==> src/rtl/fsjf_ram.sv <==
// Generic single-port-write, single-port-read RAM with registered read.
// No dependencies.
module fsjf_ram #(
  parameter int unsigned Width = 8,
  parameter int unsigned Depth = 64
) (
  input  logic                     clk_i,
  input  logic                     we_i,
  input  logic [$clog2(Depth)-1:0] waddr_i,
  input  logic [Width-1:0]         wdata_i,
  input  logic [$clog2(Depth)-1:0] raddr_i,
  output logic [Width-1:0]         rdata_o
);
  logic [Width-1:0] mem [Depth];

  always_ff @(posedge clk_i) begin
    if (we_i) begin
      mem[waddr_i] <= wdata_i;
    end
    rdata_o <= mem[raddr_i];
  end
endmodule

==> config.mk <==
export PLATFORM = sky130hd
export DESIGN_NAME = fsjf_ram
export DESIGN_NICKNAME = d
export VERILOG_FILES = /design/src/rtl/fsjf_ram.sv
export SDC_FILE = /design/constraint.sdc
export NUM_CORES = 1
export LEC_CHECK = 0
export BUFFER_PORTS_ARGS = -buffer_cell sky130_fd_sc_hd__buf_4
export CAP_MARGIN = 20
export CORE_MARGIN = 1
export CORE_UTILIZATION = 30
export CTS_BUF_LIST = sky130_fd_sc_hd__clkbuf_4
export DETAILED_ROUTE_END_ITERATION = 6
export PLACE_DENSITY = 0.53
export SLEW_MARGIN = 15
export SYNTH_ARGS = -nofsm -noshare
export SYNTH_HDL_FRONTEND = slang
export SYNTH_SLANG_ARGS = --single-unit
==> constraint.sdc <==
create_clock -name clk_i -period 3.5 [get_ports clk_i]
set_clock_uncertainty 0.05 [all_clocks]
set_input_delay 0.175 -clock clk_i [delete_from_list [all_inputs] [get_ports clk_i]]
set_output_delay 0.175 -clock clk_i [all_outputs]
set_load 0.01 [all_outputs]
==> reports/results.ini <==
[run_status]
outcome=finished, violations left
failed_checks=design-rule violations

[clock_tree]
cts_buffers=133
clk_pin_slew_ns=0.07
clock_latency_ns=0.86
htree_levels=4
cts_resized=0
root_buffer=clkbuf_4
clockBufferDepth=3
cts_tree=yes
cts_sinks=520

[synth]
yosys_most_used_dff=edfxtp_1
synth_area_per_cell_um2=21.5
synth_common_cells=512 x edfxtp_1, 126 x mux4_2, 83 x nor2_1
synth-seq-cells=520
netlist-cell-type-count=40
netlist_area_um2=20200
yosys.area.top_type_share=0.762
synth_largest_area_cell=edfxtp_1
syn_nets=962
synthArstFlopShare=0
yosysWarnings=0
synth.area.top_cells=edfxtp_1 76%, mux4_2 14%, nor2_1 1.5%, mux2i_1 1.1%, dfxtp_1 0.79%
ys_seq_area_frac=0.770
postSynthCellCount=940
synth_edf_count=512
yosysMostFrequentCell=edfxtp_1

[global_route]
antenna_found_initial=3
grt_max_degree=65
track_usage=0.149
grt_pass1_vias=10700
grt_pass1_wl_um=72000
grt_overflow=0

[worst_setup_path]
end_kind=register
crit_required_ns=4.17
reg2reg_to=rdata_o[2]
path_delay_family=compound AO/OA/AOI/OAI gates
crit_chain=mux4_2, mux2_2, a221oi_1, o2bb2ai_1, dlygate4sd3_1
path_buf_inv=1
max_stage_delay_ns=0.71
path_max_fanout=1
critPathSlowestCell=a221oi_1
reg2reg_from=mem[47][2]
crit_cells=5
reg2reg_depth=5
rrSetupSlack_ns=0.74
path_class=reg -> reg
arrival_ns=3.43
start_kind=register

[hold_path]
hold_start=raddr_i[2]
min_path_cells=4
hold_path_class=in -> reg
worst_hold_path.endpoint=rdata_o[6]

[sta]
period_share=0.787
hold_viol=0
worst_pin_slew_ns=0.980
setup_viol_count_final=0
slew_headroom=0.344
max_freq_mhz=363
rsz0062_at_grt=no
drv_slew=0
fin_setup_tns_ns=0
period_needed_ns=2.76

[die]
start_util=0.305
rows=94
ios=30
coreArea_um2=66100
fp.dieH_um=261
die_x_um=261
dieArea_um2=68300

[routing]
wl_um=49700
viasPerCell=4.96
remaining_drc_errors=4
ant_nets=0
drtIter0Drc=1034
route.vias.total=10300
dr.pass1.iters=7
wl_per_cell_um=23.9

[cells_and_area]
nets=1133
final_util=0.355
drive_above_1_share=0.333
area.growth.synth_to_final_pct=16.3
fin_cells=2078

[power_and_ir_drop]
power_w=0.0130
powerDensity_nw_per_um2=556
leakagePower_nw=7.41
p_clk_frac=0.416
p_sw_frac=0.223
p_seq_frac=0.531
pwr-share-comb=0.053
power.internal_w=0.0101
ir_drop_mv=0.262
p_switching_w=0.00291

[place]
place.gp.congestion=0.783
hpwlAfterDp_um=29500
io_buffers=29
placedCellCount=1816

[run]
cap_violations=0

==> worst min-delay path: stages <==
cell and delay (ns):
buf_4 0.28, mux4_2 0.30, nor2_1 0.06, o32ai_1 0.20
==> state kept, by name (all words and copies together) (netlist names) <==
| name | cells |
|---|---|
| rdata_o | 8 |
| mem | 512 |
==> logic make-up (layout without fill, tap and decap cells) <==
kind of cell,after synthesis,count (layout),synth area share
AO/OA/AOI/OAI,54,54,0.0207
buffers and inverters,51,320,0.0157
flip-flops,520,520,0.770
multiplexers,162,162,0.159
other,0,5,0
AND/OR/NAND/NOR,153,153,0.0339
==> routing by layer <==
metal	GRT usage	vias up	share of wire
li1	-	4375	-
met1	0.208	5426	0.45
met2	0.223	419	0.45
met3	0.0400	78	0.074
met4	0.0510	0	0.020
met5	0	-	0
==> cells in the final DEF (no fill, tap or decap), drive strengths merged, types with 2 or more instances in the layout <==
cell type,Yosys,layout
a221oi,6,6
dlygate4sd3,0,24
nor3,7,7
nand3b,3,3
nand2,19,19
a22oi,3,3
buf,34,62
nand2b,7,7
o2bb2ai,3,3
o221ai,8,8
nor4,2,2
dfxtp,8,8
diode,0,5
bufinv,0,7
a211oi,4,4
o2111ai,3,3
mux4,126,126
o41ai,2,2
edfxtp,512,512
mux2,13,13
nand3,13,13
o21a,2,2
a2111oi,2,2
o22ai,8,8
a21oi,3,3
nor2b,14,14
mux2i,23,23
o221a,2,2
nand4,2,2
nor2,83,83
o21ai,4,4
o32ai,2,2
clkinv,0,39
clkbuf,17,187
==> repair_timing <==
| item | in CTS | in global routing |
|---|---|---|
| endpoints found under the hold margin | 587 | 0 |
| hold buffers | 24 | 0 |
| setup buffers | 0 | 0 |
| endpoints found under the setup margin | 0 | 0 |
==> through the flow <==
stage	cell area [um2]	hold WS [ns]	worst slack, ns
2_1_floorplan	20200	0.224	1.61
6_report	23500	0.210	0.745
3_5_place_dp	21400	0.530	0.777
4_1_cts	23400	0.174	0.754
5_1_grt	23500	0.142	0.700
3_3_place_gp	21400	0.527	0.760
==> final cells by class <==
| cell class | instances | area, um2 |
|---|---|---|
| clock inverters | 47 | 367 |
| clock buffers | 186 | 1400 |
| multi-input cells | 369 | 4320 |
| repair buffers | 87 | 744 |
| flip-flops and latches | 520 | 15500 |
| diodes | 5 | 12.5 |
| fillers | 6257 | 42600 |
| well taps | 864 | 1080 |
==> how the worst max path moves through the flow <==
stage	start	end	slack, ns
floorplan	raddr_i[1]	rdata_o[3]	1.61
CTS	mem[47][2]	rdata_o[2]	0.75
global route	mem[47][2]	rdata_o[2]	0.70
detailed placement	raddr_i[1]	rdata_o[2]	0.78
global placement	raddr_i[1]	rdata_o[1]	0.76
finish	mem[47][2]	rdata_o[2]	0.74
==> power by group through the flow <==
stage	clock, W	combinational (W)	sequential [W]
finish	0.00543	0.000688	0.00692
global route	0.00590	0.000731	0.00692
CTS	0.00558	0.000696	0.00692
detailed placement	0	0.000673	0.00706
global placement	0	0.000664	0.00706
floorplan	0	0.000367	0.00704
No activity file was read; power rests on OpenSTA's default activity.
